`src/sv/npf_pkg.sv`:
```
`default_nettype none
// ----------------------------------------------------------------------------
// npf_pkg: shared types and constants for the pattern finder
// Register indexes, action codes, cell control and pattern byte lookup.
// ----------------------------------------------------------------------------
package npf_pkg;

    localparam int PATTERN_MAX_DEF  = 8;
    localparam int DOC_SIZE_MAX_DEF = 65536;

    localparam logic [5:0] MATCH_LIMIT = 6'd50;

    // configuration register indexes
    localparam logic [1:0] CFG_PAT_LEN   = 2'd0;
    localparam logic [1:0] CFG_PAT_BYTES = 2'd1;
    localparam logic [1:0] CFG_MAX_MATCH = 2'd2;

    // item actions
    localparam logic ACT_BYTE = 1'b0;
    localparam logic ACT_END  = 1'b1;

    typedef struct packed {
        logic shift;   // take the neighbor's byte
        logic clear;   // back to zero (end of document)
    } t_cell_ctrl;

    // pattern character i; positions past the 64-bit register read as zero
    function automatic logic [7:0] pattern_char(input logic [63:0] pb, input logic [4:0] i);
        if (i >= 5'd8) begin
            return 8'h00;
        end
        return pb[{i[2:0], 3'b000} +: 8];
    endfunction

endpackage
`default_nettype wire

```
`src/sv/npf_cell.sv`:
```
`default_nettype none
// ----------------------------------------------------------------------------
// npf_cell: one window cell
// Holds one document byte, passes it on at each shift and compares the
// incoming byte against its pattern character.
// ----------------------------------------------------------------------------
module npf_cell
    import npf_pkg::*;
(
    input  wire logic       i_clk,
    input  wire logic       i_rst_n,
    input  wire t_cell_ctrl i_ctrl,
    input  wire logic [7:0] i_byte,      // byte from the neighbor (new value)
    input  wire logic [7:0] i_pat_char,
    input  wire logic       i_active,    // cell lies inside the pattern
    output logic      [7:0] o_byte,
    output logic            o_eq
);

    logic [7:0] r_byte;
    logic [7:0] n_byte;

    always_comb begin
        n_byte = r_byte;
        if (i_ctrl.clear) begin
            n_byte = 8'h00;
        end else if (i_ctrl.shift) begin
            n_byte = i_byte;
        end
    end

    always_ff @(posedge i_clk) begin
        if (!i_rst_n) begin
            r_byte <= 8'h00;
        end else begin
            r_byte <= n_byte;
        end
    end

    assign o_byte = r_byte;
    // compare against the byte this cell holds after the shift
    assign o_eq   = !i_active || (i_byte == i_pat_char);

endmodule
`default_nettype wire

```
`src/sv/nonoverlapping_pattern_finder.sv`:
```
`default_nettype none
// ----------------------------------------------------------------------------
// nonoverlapping_pattern_finder: streaming non-overlapping pattern search
// Reports each occurrence of a configured pattern in a byte stream.
// ----------------------------------------------------------------------------
// Feed the document one text byte per item; the block reports every match of
// the configured pattern (up to PATTERN_MAX bytes, first character in the low
// byte of pattern_bytes) scanning left to right without overlap, giving start
// and end position and the running match count. An end-of-document item
// returns a summary (is_final = 1, match_total) and clears the document state.
// A pattern length of zero, or longer than PATTERN_MAX, finds nothing; at most
// max_matches (capped at 50) matches are reported per document; bytes after
// DOC_SIZE_MAX are dropped silently. Rate: one item per cycle while results are
// drained. The window is a chain of PATTERN_MAX byte cells that shift on every
// text byte inside the size limit and compare in parallel; the result sits in
// a single output register, and a new item is taken whenever that register is
// empty or being drained in the same cycle. Output valid rises in the cycle
// after input accept. Configuration writes are always taken (ready stays high)
// and apply from the next item; write only while the block is idle.
// ----------------------------------------------------------------------------
module nonoverlapping_pattern_finder
    import npf_pkg::*;
#(
    parameter int PATTERN_MAX  = PATTERN_MAX_DEF,
    parameter int DOC_SIZE_MAX = DOC_SIZE_MAX_DEF
) (
    input  wire logic        i_clk,
    input  wire logic        i_rst_n,
    // configuration write channel
    input  wire logic        i_cfg_valid,
    output logic             o_cfg_ready,
    input  wire logic [1:0]  i_cfg_index,
    input  wire logic [63:0] i_cfg_data,
    // input item channel
    input  wire logic        i_in_valid,
    output logic             o_in_ready,
    input  wire logic        i_action,
    input  wire logic [7:0]  i_text_byte,
    // result channel
    output logic             o_out_valid,
    input  wire logic        i_out_ready,
    output logic [15:0]      o_match_start,
    output logic [16:0]      o_match_end,
    output logic [5:0]       o_match_total,
    output logic             o_is_final
);

    localparam int POS_W = $clog2(DOC_SIZE_MAX + 1);

    // ---------------- configuration registers ----------------
    logic [3:0]  r_pat_len;
    logic [63:0] r_pat_bytes;
    logic [5:0]  r_max_match;

    assign o_cfg_ready = 1'b1;

    always_ff @(posedge i_clk) begin
        if (!i_rst_n) begin
            r_pat_len   <= 4'd0;
            r_pat_bytes <= 64'd0;
            r_max_match <= MATCH_LIMIT;
        end else if (i_cfg_valid && o_cfg_ready) begin
            unique case (i_cfg_index)
                CFG_PAT_LEN:   r_pat_len   <= i_cfg_data[3:0];
                CFG_PAT_BYTES: r_pat_bytes <= i_cfg_data;
                CFG_MAX_MATCH: r_max_match <= i_cfg_data[5:0];
                default:       ;  // index past the register list: ignored
            endcase
        end
    end

    // ---------------- document state ----------------
    logic [POS_W-1:0] r_pos;         // text bytes taken so far (within the size limit)
    logic [POS_W-1:0] r_next_start;  // earliest start allowed for next match
    logic [5:0]       r_matches;
    logic [POS_W-1:0] n_pos;
    logic [POS_W-1:0] n_next_start;
    logic [5:0]       n_matches;

    logic       in_acc;
    logic       take_byte;   // text byte inside the size limit
    logic       doc_end;
    t_cell_ctrl cell_ctrl;

    assign o_in_ready = !o_out_valid || i_out_ready;
    assign in_acc     = i_in_valid && o_in_ready;
    assign doc_end    = in_acc && (i_action == ACT_END);
    assign take_byte  = in_acc && (i_action == ACT_BYTE)
                        && (32'(r_pos) < DOC_SIZE_MAX);

    assign cell_ctrl.shift = take_byte;
    assign cell_ctrl.clear = doc_end;

    // ---------------- window cell chain ----------------
    logic [7:0]             w_byte [PATTERN_MAX];
    logic [PATTERN_MAX-1:0] w_eq;

    for (genvar j = 0; j < PATTERN_MAX; j++) begin : g_cell
        logic [7:0] w_in;
        logic       w_active;
        logic [4:0] w_idx;

        if (j == 0) begin : g_head
            assign w_in = i_text_byte;
        end else begin : g_link
            assign w_in = w_byte[j-1];
        end

        // window byte j (newest first) lines up with pattern char len-1-j
        assign w_active = 32'(r_pat_len) > j;
        assign w_idx    = 5'(r_pat_len) - 5'd1 - 5'(j);

        npf_cell u_cell (
            .i_clk      (i_clk),
            .i_rst_n    (i_rst_n),
            .i_ctrl     (cell_ctrl),
            .i_byte     (w_in),
            .i_pat_char (pattern_char(r_pat_bytes, w_idx)),
            .i_active   (w_active),
            .o_byte     (w_byte[j]),
            .o_eq       (w_eq[j])
        );
    end

    // ---------------- match decision ----------------
    logic [5:0]       limit;
    logic [POS_W-1:0] end_pos;
    logic [POS_W-1:0] len_ext;
    logic [POS_W-1:0] start_pos;
    logic             len_ok;
    logic             hit;

    assign limit     = (r_max_match > MATCH_LIMIT) ? MATCH_LIMIT : r_max_match;
    assign end_pos   = r_pos + POS_W'(1);
    assign len_ext   = POS_W'(r_pat_len);
    assign start_pos = end_pos - len_ext;
    assign len_ok    = (r_pat_len != 4'd0) && (32'(r_pat_len) <= PATTERN_MAX);
    assign hit       = take_byte && len_ok && (r_matches < limit)
                       && (end_pos >= len_ext) && (start_pos >= r_next_start)
                       && (&w_eq);

    always_comb begin
        n_pos        = r_pos;
        n_next_start = r_next_start;
        n_matches    = r_matches;
        if (doc_end) begin
            n_pos        = '0;
            n_next_start = '0;
            n_matches    = 6'd0;
        end else if (take_byte) begin
            n_pos = end_pos;
            if (hit) begin
                n_next_start = end_pos;
                n_matches    = r_matches + 6'd1;
            end
        end
    end

    always_ff @(posedge i_clk) begin
        if (!i_rst_n) begin
            r_pos        <= '0;
            r_next_start <= '0;
            r_matches    <= 6'd0;
        end else begin
            r_pos        <= n_pos;
            r_next_start <= n_next_start;
            r_matches    <= n_matches;
        end
    end

    // ---------------- output register ----------------
    logic        r_out_valid;
    logic [15:0] r_start;
    logic [16:0] r_end;
    logic [5:0]  r_total;
    logic        r_final;

    always_ff @(posedge i_clk) begin
        if (!i_rst_n) begin
            r_out_valid <= 1'b0;
        end else if (o_in_ready) begin
            r_out_valid <= doc_end || hit;
        end
    end

    always_ff @(posedge i_clk) begin
        if (doc_end) begin
            r_start <= 16'd0;
            r_end   <= 17'd0;
            r_total <= r_matches;
            r_final <= 1'b1;
        end else if (hit) begin
            r_start <= 16'(start_pos);
            r_end   <= 17'(end_pos);
            r_total <= r_matches + 6'd1;
            r_final <= 1'b0;
        end
    end

    assign o_out_valid   = r_out_valid;
    assign o_match_start = r_start;
    assign o_match_end   = r_end;
    assign o_match_total = r_total;
    assign o_is_final    = r_final;

    // ---------------- assertions ----------------
    a_match_cap: assert property (@(posedge i_clk) disable iff (!i_rst_n)
        r_matches <= MATCH_LIMIT)
        else $error("match count above limit");

    a_next_start: assert property (@(posedge i_clk) disable iff (!i_rst_n)
        r_next_start <= r_pos)
        else $error("next start ahead of position");

    a_doc_clear: assert property (@(posedge i_clk) disable iff (!i_rst_n)
        doc_end |=> (r_pos == '0) && (r_matches == 6'd0) && o_out_valid && o_is_final)
        else $error("end of document did not clear state or give summary");

    a_no_overrun: assert property (@(posedge i_clk) disable iff (!i_rst_n)
        (o_out_valid && !i_out_ready) |-> !o_in_ready)
        else $error("item taken while result stalled");

endmodule
`default_nettype wire
```
`config.mk`:
```
export PLATFORM = sky130hd
export DESIGN_NAME = nonoverlapping_pattern_finder
export DESIGN_NICKNAME = d
export VERILOG_FILES = /design/src/sv/npf_pkg.sv /design/src/sv/npf_cell.sv /design/src/sv/nonoverlapping_pattern_finder.sv
export SDC_FILE = /design/constraint.sdc
export NUM_CORES = 1
export LEC_CHECK = 0
export BUFFER_PORTS_ARGS = -buffer_cell sky130_fd_sc_hd__clkbuf_2
export CORE_MARGIN = 3
export CORE_UTILIZATION = 35
export CTS_BUF_LIST = sky130_fd_sc_hd__clkbuf_8 sky130_fd_sc_hd__clkbuf_16
export DETAILED_ROUTE_END_ITERATION = 7
export PLACE_DENSITY_LB_ADDON = 0.12
export SYNTH_ARGS = -nofsm -noshare
export SYNTH_HDL_FRONTEND = slang
export SYNTH_SLANG_ARGS = --single-unit
```
`constraint.sdc`:
```
create_clock -name i_clk -period 8.13 [get_ports i_clk]
set_clock_uncertainty 0.05 [all_clocks]
set_input_delay 0 -clock i_clk [delete_from_list [all_inputs] [get_ports i_clk]]
set_output_delay 0 -clock i_clk [all_outputs]
set_load 0.01 [all_outputs]
```
==> results.ini, run 1 <==
[outcome]
status=complete, no violations

[hold_path]
min_path_cells=5
worstHoldEndpoint=r_pat_len[0]$_SDFFE_PN0P_
hp-class=in -> reg
hold_path_startpoint=i_cfg_valid

[global_route]
grt_pass1_vias=12702
grtUsageTotal_pct=22.34
antenna_found_initial=0
grtUsageMet1_pct=32.49
grt_util_met2_pct=35.52
grt_start_max_net_pins=78
met3_usage_pct=2.495
grt_first_pass_wirelength_mm=77.70
gr-total-overflow=0
busiest_layer=met2

[sta]
hold_viol_final=0
slew_headroom_pct=30.42
min_period_ps=6736
fmax_ghz=0.1485
drv_slew=0
finalSetupViolations=0
worstMarginPinSlew_ps=1040
fin_crit_sh_pct=82.85
rsz0062_at_grt=no
whs_ps=27.72
setup_tns_ps=0

[logic_synthesis]
yosysWarnings=0
synth_area_sq_um=14710
synth_ff_type=dfxtp_1
synth-seq-cells=211
synthSimpleGateAreaFrac_pct=17.37
muxShareOfSynthArea_pct=20.06
synth_top_family_by_area=multiplexers
seq_area_frac_synth_pct=29.13
synth_edf_count=6
syn-num-nets=1795
syn_avg_cell_area_sq_um=8.806
ys_async_sr_fraction_pct=0
synthXorXnorAreaFrac_pct=5.258
synth_compound_area_share_pct=18.85
synthAdderAreaFrac_pct=3.880
synth_cells=1670
synth_cell_types=80

[placed_design]
gp_congestion=0.8818
dpl_cell_area_sq_um=15580
place_inst=2224
port_buffers=121
dp_hpwl_mm=36.32

[power]
p_sw_uw=809.2
p_int_uw=1905
pwr_density_cell_nw_per_um2=158.4
power_frac_clock_pct=40.1
pwr-share-seq_pct=41.0
combPwrFrac_pct=18.9
power_leakage_uw=0.006213
p_sw_share_pct=29.82
total_power_uw=2714
peakVddDrop_uv=143.1

[worst_setup_path]
critPathLaunchType=flip-flop
cp.required_ps=8480
r2r-start=r_pat_len[0]$_SDFFE_PN0P_
critPathCaptureType=flip-flop
worstPathMaxFanout=54
crit_arrival_ps=7080
path_class=reg -> reg
r2r_slack_ps=1390
reg2reg_to=r_next_start[14]$_SDFFE_PP0P_
cp-startpoint=r_pat_len[0]$_SDFFE_PN0P_
reg2reg_depth=22

[route]
vias=13439
drtIter0Drc=1156
wl_per_cell_microns=21.65
wl_mm=50.82
drc_errors=0
viasPerCell=5.726
ant_nets=0
drt-pass1-iter-count=5

[cells_and_area]
syn_to_final_growth_pct=16.54
stdcell_count=2347
fillCellCount=4097
drive_above_1_share_pct=18.29
fin_area_sq_um=17140
diodes=0
final_nets=1923

[clock_network]
ctsLongestPathBuffers=3
cts-htree-levels=1
path_clk_slew_ps=60
clock-root-buffer=clkbuf_16
postCtsSetupBuffers=0
numCtsBuffers=26
cts_tree=yes
clk_latency_ps=580
cts.sinks=211

[floorplanning]
die_area_sq_um=44510
coreArea_sq_um=41200
die_w_microns=211.0
ioPinCount=123
die_h_microns=211.0
start_util_pct=35.69
rows=74

[job]
cap_violations=0

==> per-layer routing <==
layer	vias up	share of wire (%)
met5	-	0
met4	0	2.5
met3	64	6.2
met2	456	45
met1	6543	46
li1	6376	-
==> worst max path at each step <==
stage / to / slack, ps / depth (start not counted)
2_1_floorplan: o_match_total[0]$_DFFE_PP_ / 2340 / 24
3_3_place_gp: o_match_end[13]$_SDFFE_PP0P_ / 1580 / 22
3_5_place_dp: o_match_end[13]$_SDFFE_PP0P_ / 1450 / 22
4_1_cts: r_next_start[14]$_SDFFE_PP0P_ / 1410 / 22
5_1_grt: r_next_start[14]$_SDFFE_PP0P_ / 730 / 22
6_report: r_next_start[14]$_SDFFE_PP0P_ / 1390 / 22
==> cell usage in the layout, fill, tap and decap left out, types with 26 or more instances in the layout <==
cell / count
mux4_2: 92
mux2_2: 38
dlygate4sd3_1: 78
o21ai_0: 41
ha_1: 43
xnor2_1: 40
nor3_1: 36
nand2_1: 306
inv_1: 67
dfxtp_1: 203
a21boi_0: 64
mux2i_1: 45
nand3_1: 43
clkbuf_16: 26
nor2_1: 56
xor2_1: 42
clkbuf_2: 121
a21oi_1: 150
==> Yosys cell counts (6+ instances only) <==
| cell | instances | share of area (%) |
|---|---|---|
| mux2_2 | 38 | 2.9 |
| a22oi_1 | 7 | 0.36 |
| buf_4 | 14 | 0.71 |
| edfxtp_1 | 6 | 1.2 |
| nor2b_1 | 15 | 0.64 |
| a21o_1 | 12 | 0.61 |
| nor2_1 | 57 | 1.5 |
| or2_2 | 8 | 0.34 |
| mux4_2 | 92 | 14 |
| o21a_1 | 11 | 0.56 |
| mux2i_1 | 45 | 3.1 |
| o31ai_1 | 8 | 0.41 |
| nand2_1 | 307 | 7.8 |
| o21ai_0 | 41 | 1.4 |
| a31oi_1 | 17 | 0.72 |
| clkbuf_1 | 67 | 1.7 |
| a211oi_1 | 17 | 0.87 |
| nor4_1 | 12 | 0.51 |
| nand4_1 | 10 | 0.43 |
| or4_1 | 6 | 0.31 |
| nand3_1 | 43 | 1.5 |
| o211ai_1 | 12 | 0.61 |
| nand2b_1 | 9 | 0.38 |
| o22ai_1 | 15 | 0.64 |
| and2_1 | 6 | 0.26 |
| xor2_1 | 42 | 2.5 |
| buf_6 | 7 | 0.54 |
| inv_1 | 58 | 1.5 |
| xnor2_1 | 40 | 2.4 |
| a21boi_0 | 64 | 3.3 |
| ha_1 | 44 | 3.7 |
| dfxtp_1 | 205 | 28 |
| buf_2 | 20 | 0.68 |
| or3_1 | 6 | 0.26 |
| o32ai_1 | 14 | 0.83 |
| and3_1 | 8 | 0.34 |
| a21oi_1 | 150 | 5.1 |
| nor3_1 | 37 | 1.3 |
| nand3b_1 | 7 | 0.36 |
| buf_1 | 9 | 0.23 |
==> cell type report <==
type	count	area [sq um]	share of cell area, %
Multi-Input combinational cell	1282	9656	56.34
Clock buffer	30	705.7	4.118
Clock inverter	15	75.07	0.4381
Timing Repair Buffer	217	1521	8.878
Inverter	60	227.7	1.329
Tap cell	532	665.6	3.884
Sequential cell	211	4287	25.01
==> critical path, cell delays in order, from the launching register on <==
cell	delay, ps
dfxtp_2	350
buf_4	630
ha_1	270
inv_1	60
a21o_1	150
a21o_1	200
a211oi_1	670
nand2_1	280
or4_1	440
o21ai_0	110
xor2_1	350
ha_1	210
nand4_1	170
nor4_1	330
a211o_1	140
a21o_1	100
a21o_1	130
o211ai_1	110
nor4_1	380
nand4_1	140
buf_4	270
nor2_1	820
a211oi_1	180
==> logic make-up after synthesis <==
kind of cell / Yosys count
DFF: 211
AOI/OAI and AO/OA: 422
and+or+nand+nor: 555
muxes: 175
xor gates and xnor gates: 84
adders and majority gates: 45
other: 1
buffers and inverters: 177
==> power by group through the flow <==
stage	registers, uW	logic [uW]	clock network [uW]
floorplan	1120	340	0
global placement	1130	479	0
detailed placement	1130	481	0
CTS	1110	512	1120
global route	1120	560	1150
finish	1110	513	1090
==> repair_timing <==
item                      CTS  global route
hold endpoints to repair   84             0
gates resized for setup     0             0
hold buffers               78             0
==> sequential cells by signal, summed over array words and instances, names as in the netlist <==
| signal | flops |
|---|---|
| o_is_final | 1 |
| r_pat_bytes | 64 |
| o_out_valid | 1 |
| r_matches | 6 |
| o_match_total | 6 |
| r_pat_len | 4 |
| r_max_match | 6 |
| o_match_end | 17 |
| r_next_start | 17 |
| r_pos | 17 |
| g_cell.u_cell.o_byte | 56 |
| o_match_start | 16 |
==> stage by stage <==
stage	worst slack [ps]	utilization (%)
after floorplan	2341	-
after global placement	1583	37.80
after detailed placement	1454	37.80
after CTS	1415	41.59
after global routing	726.7	41.59
final	1394	41.59
Note: power is estimated with default switching activity, not from simulation.
==> run 2: changes to the inputs <==
--- a/config.mk
+++ b/config.mk
@@ -5,6 +5,7 @@
 export SDC_FILE = /design/constraint.sdc
 export NUM_CORES = 1
 export LEC_CHECK = 0
+export ABC_AREA = 1
 export BUFFER_PORTS_ARGS = -buffer_cell sky130_fd_sc_hd__clkbuf_2
 export CORE_MARGIN = 3
 export CORE_UTILIZATION = 35
==> constraint.sdc (replaced) <==
create_clock -name i_clk -period 6.2 [get_ports i_clk]
set_clock_uncertainty 0.05 [all_clocks]
set_input_delay 0 -clock i_clk [delete_from_list [all_inputs] [get_ports i_clk]]
set_output_delay 0 -clock i_clk [all_outputs]
set_load 0.01 [all_outputs]
==> run 2 against run 1 <==
Critical path depth is 3 higher. Global-route usage is 1.6 points higher. Critical endpoint is now r_next_start[7]$_SDFFE_PP0P_. Total power is 59% higher. Worst setup slack got worse by 130 ps. Clock-buffer cell count up 3. First-iteration DRC count shrank 5.9%. Die area shrank 5.4%. Sequential power increased by 36%. Non-clock buffer count rose by 13. Combinational power rose to 2.5 times the previous value. Design area shrank 3.7%. Synthesized cell count up 39%. Largest power group unchanged. Largest cell class unchanged.
==> results.ini, run 2 <==
[logic_synthesis]
yosys-top-cells-count=nand2_1 (776), nand3_1 (284), inv_1 (234)
synth_ff_type=dfxtp_1
synth_area_sq_um=13880
ys_async_sr_fraction_pct=0
synth-seq-cells=211
synth_cell_types=37
syn_avg_cell_area_sq_um=6.002
synth_top_area_share_pct=29.56
synth_most_common_cell=nand2_1
yosysTopAreaCell=dfxtp_1
synthTopCellsByArea=dfxtp_1 (30%), nand2_1 (21%), nand3_1 (10%)
synth_edf_count=6
yosysWarnings=0
synth_cells=2313
syn-num-nets=2438
seq_area_frac_synth_pct=30.86

[worst_setup_path]
worstPathMaxFanout=10
cp.required_ps=6580
critPathLaunchType=flip-flop
crit_arrival_ps=5310
path_class=reg -> reg
critPathCaptureType=flip-flop

[sta]
fin_crit_sh_pct=79.61
fmax_ghz=0.2026
finalSetupViolations=0
min_period_ps=4936
drv_slew=0
slew_headroom_pct=36.20
hold_viol_final=0
worstMarginPinSlew_ps=957.0
setup_tns_ps=0
rsz0062_at_grt=no

[route]
wl_mm=50.60
ant_nets=0
drc_errors=0
wl_per_cell_microns=16.88
viasPerCell=5.030
drtIter0Drc=1088
vias=15074
drt-pass1-iter-count=6

[cells_and_area]
syn_to_final_growth_pct=18.87
utilization_pct=42.40
stdcell_count=2997
final_cell_mix=nand2_1 (776), nand3_1 (282), inv_1 (238)
regArea_sq_um=4285
largest_register=r_pat_bytes
final_nets=2588
drive_above_1_share_pct=9.036
layout_commonest_cell=nand2_1
largest_reg_flops=64
multi_input_area_sq_um=8177
diodes=0
fin_area_sq_um=16500
fillCellCount=4289

[clock_network]
numCtsBuffers=26
ctsLongestPathBuffers=3
clk_latency_ps=550
clock-root-buffer=clkbuf_16
post_cts_resized=0
cts.sinks=211
path_clk_slew_ps=60
cts_tree=yes
cts-htree-levels=1

[floorplanning]
die_w_microns=205.2
start_util_pct=35.67
ioPinCount=123
die_area_sq_um=42090
coreArea_sq_um=38920
rows=72
die_h_microns=205.2

[outcome]
status=complete, no violations

[power]
pwr_density_cell_nw_per_um2=261.1
peakVddDrop_uv=196.8
total_power_uw=4308
power_leakage_uw=0.007974

[placed_design]
dpl_cell_area_sq_um=14800
dp_hpwl_mm=38.23
port_buffers=121
place_inst=2867
gp_congestion=0.9376

[global_route]
gr-total-overflow=0
grt_start_max_net_pins=109
grtUsageTotal_pct=23.96
antenna_found_initial=0
grt_first_pass_wirelength_mm=79.56
grt_pass1_vias=14395

[job]
cap_violations=0

[hold_path]
hp-class=in -> reg

## run 2: cell families (layout without fill, tap and decap cells)
| logic type | Yosys count | count (layout) | share of synthesized area, % |
|---|---|---|---|
| fa+ha+maj | 45 | 45 | 4.110 |
| flops | 211 | 211 | 30.86 |
| compound gates | 321 | 321 | 11.79 |
| other cells | 1 | 1 | 0.02701 |
| buf+inv | 351 | 517 | 10.37 |
| xor+xnor | 22 | 22 | 1.442 |
| simple gates | 1362 | 1362 | 41.41 |
## run 2: routing by layer
| metal | vias to the layer above | track usage (%) | part of all wire [%] |
|---|---|---|---|
| met4 | 0 | 8.323 | 3.8 |
| met5 | - | 0 | 0 |
| met2 | 368 | 44.10 | 50 |
| met3 | 77 | 2.495 | 3.8 |
| met1 | 6928 | 28.86 | 42 |
| li1 | 7701 | - | - |
## run 2: path summary, 6_finish.rpt
check,startpoint,to,slack [ps],cells past startpoint
worst max register to register,r_pos[0]$_SDFFE_PP0P_,r_next_start[7]$_SDFFE_PP0P_,1260,25
worst min-delay path,i_action,o_is_final$_SDFFE_PP1P_,40,4
worst max-delay path,r_pos[0]$_SDFFE_PP0P_,r_next_start[7]$_SDFFE_PP0P_,1260,25
worst min register to register,o_is_final$_SDFFE_PP1P_,o_is_final$_SDFFE_PP1P_,410,2
## run 2: cell type report
class                      instances  share of cell area (%)
clock buffer                      33                   4.595
clock inverter                    11                  0.5004
inverter                         243                   5.527
multi-input combinational       1751                   49.55
sequential                       211                   25.97
tap                              518                   3.928
timing repair buffer             230                   9.932
## run 2: critical path, cell delays in order, from the launching register on
cell and delay [ps]:
dfxtp_1 400, ha_1 290, xor2_1 340, ha_1 360
nand3_1 90, nand2_1 80, inv_1 90, nand2_1 80
nor3_1 260, nand2_1 160, xor2_1 190, inv_1 60
ha_1 340, nand2_1 100, nor4_1 320, nand2_1 90
nand2_1 60, nand2_1 40, nand2_1 60, nand2_1 50
a21oi_1 160, nand3_1 90, nor2_1 600, nand4_1 270
nand2_1 130, nor2_1 50
## run 2: what timing repair did
item / 4_1_cts / 5_1_grt
endpoints found under the hold margin: 82 / 0
buffers inserted: 0 / 0
hold buffers: 86 / 0
## run 2: power by group
part / total (uW) / internal (uW) / leakage (uW) / switching [uW]
clock network: 1500 / 893 / 0.000429 / 609
logic: 1300 / 396 / 0.00581 / 900
registers: 1510 / 1450 / 0.00173 / 60.3
total: 4310 / 2740 / 0.00797 / 1570
## run 2: metrics by stage
| stage | worst slack [ps] | hold WS [ps] |
|---|---|---|
| after floorplan | 1691 | 76.32 |
| after CTS | 1329 | 11.18 |
| after global placement | 1462 | 202.7 |
| after detailed placement | 1362 | 210.9 |
| final | 1264 | 36.31 |
| after global routing | 723.2 | 45.75 |
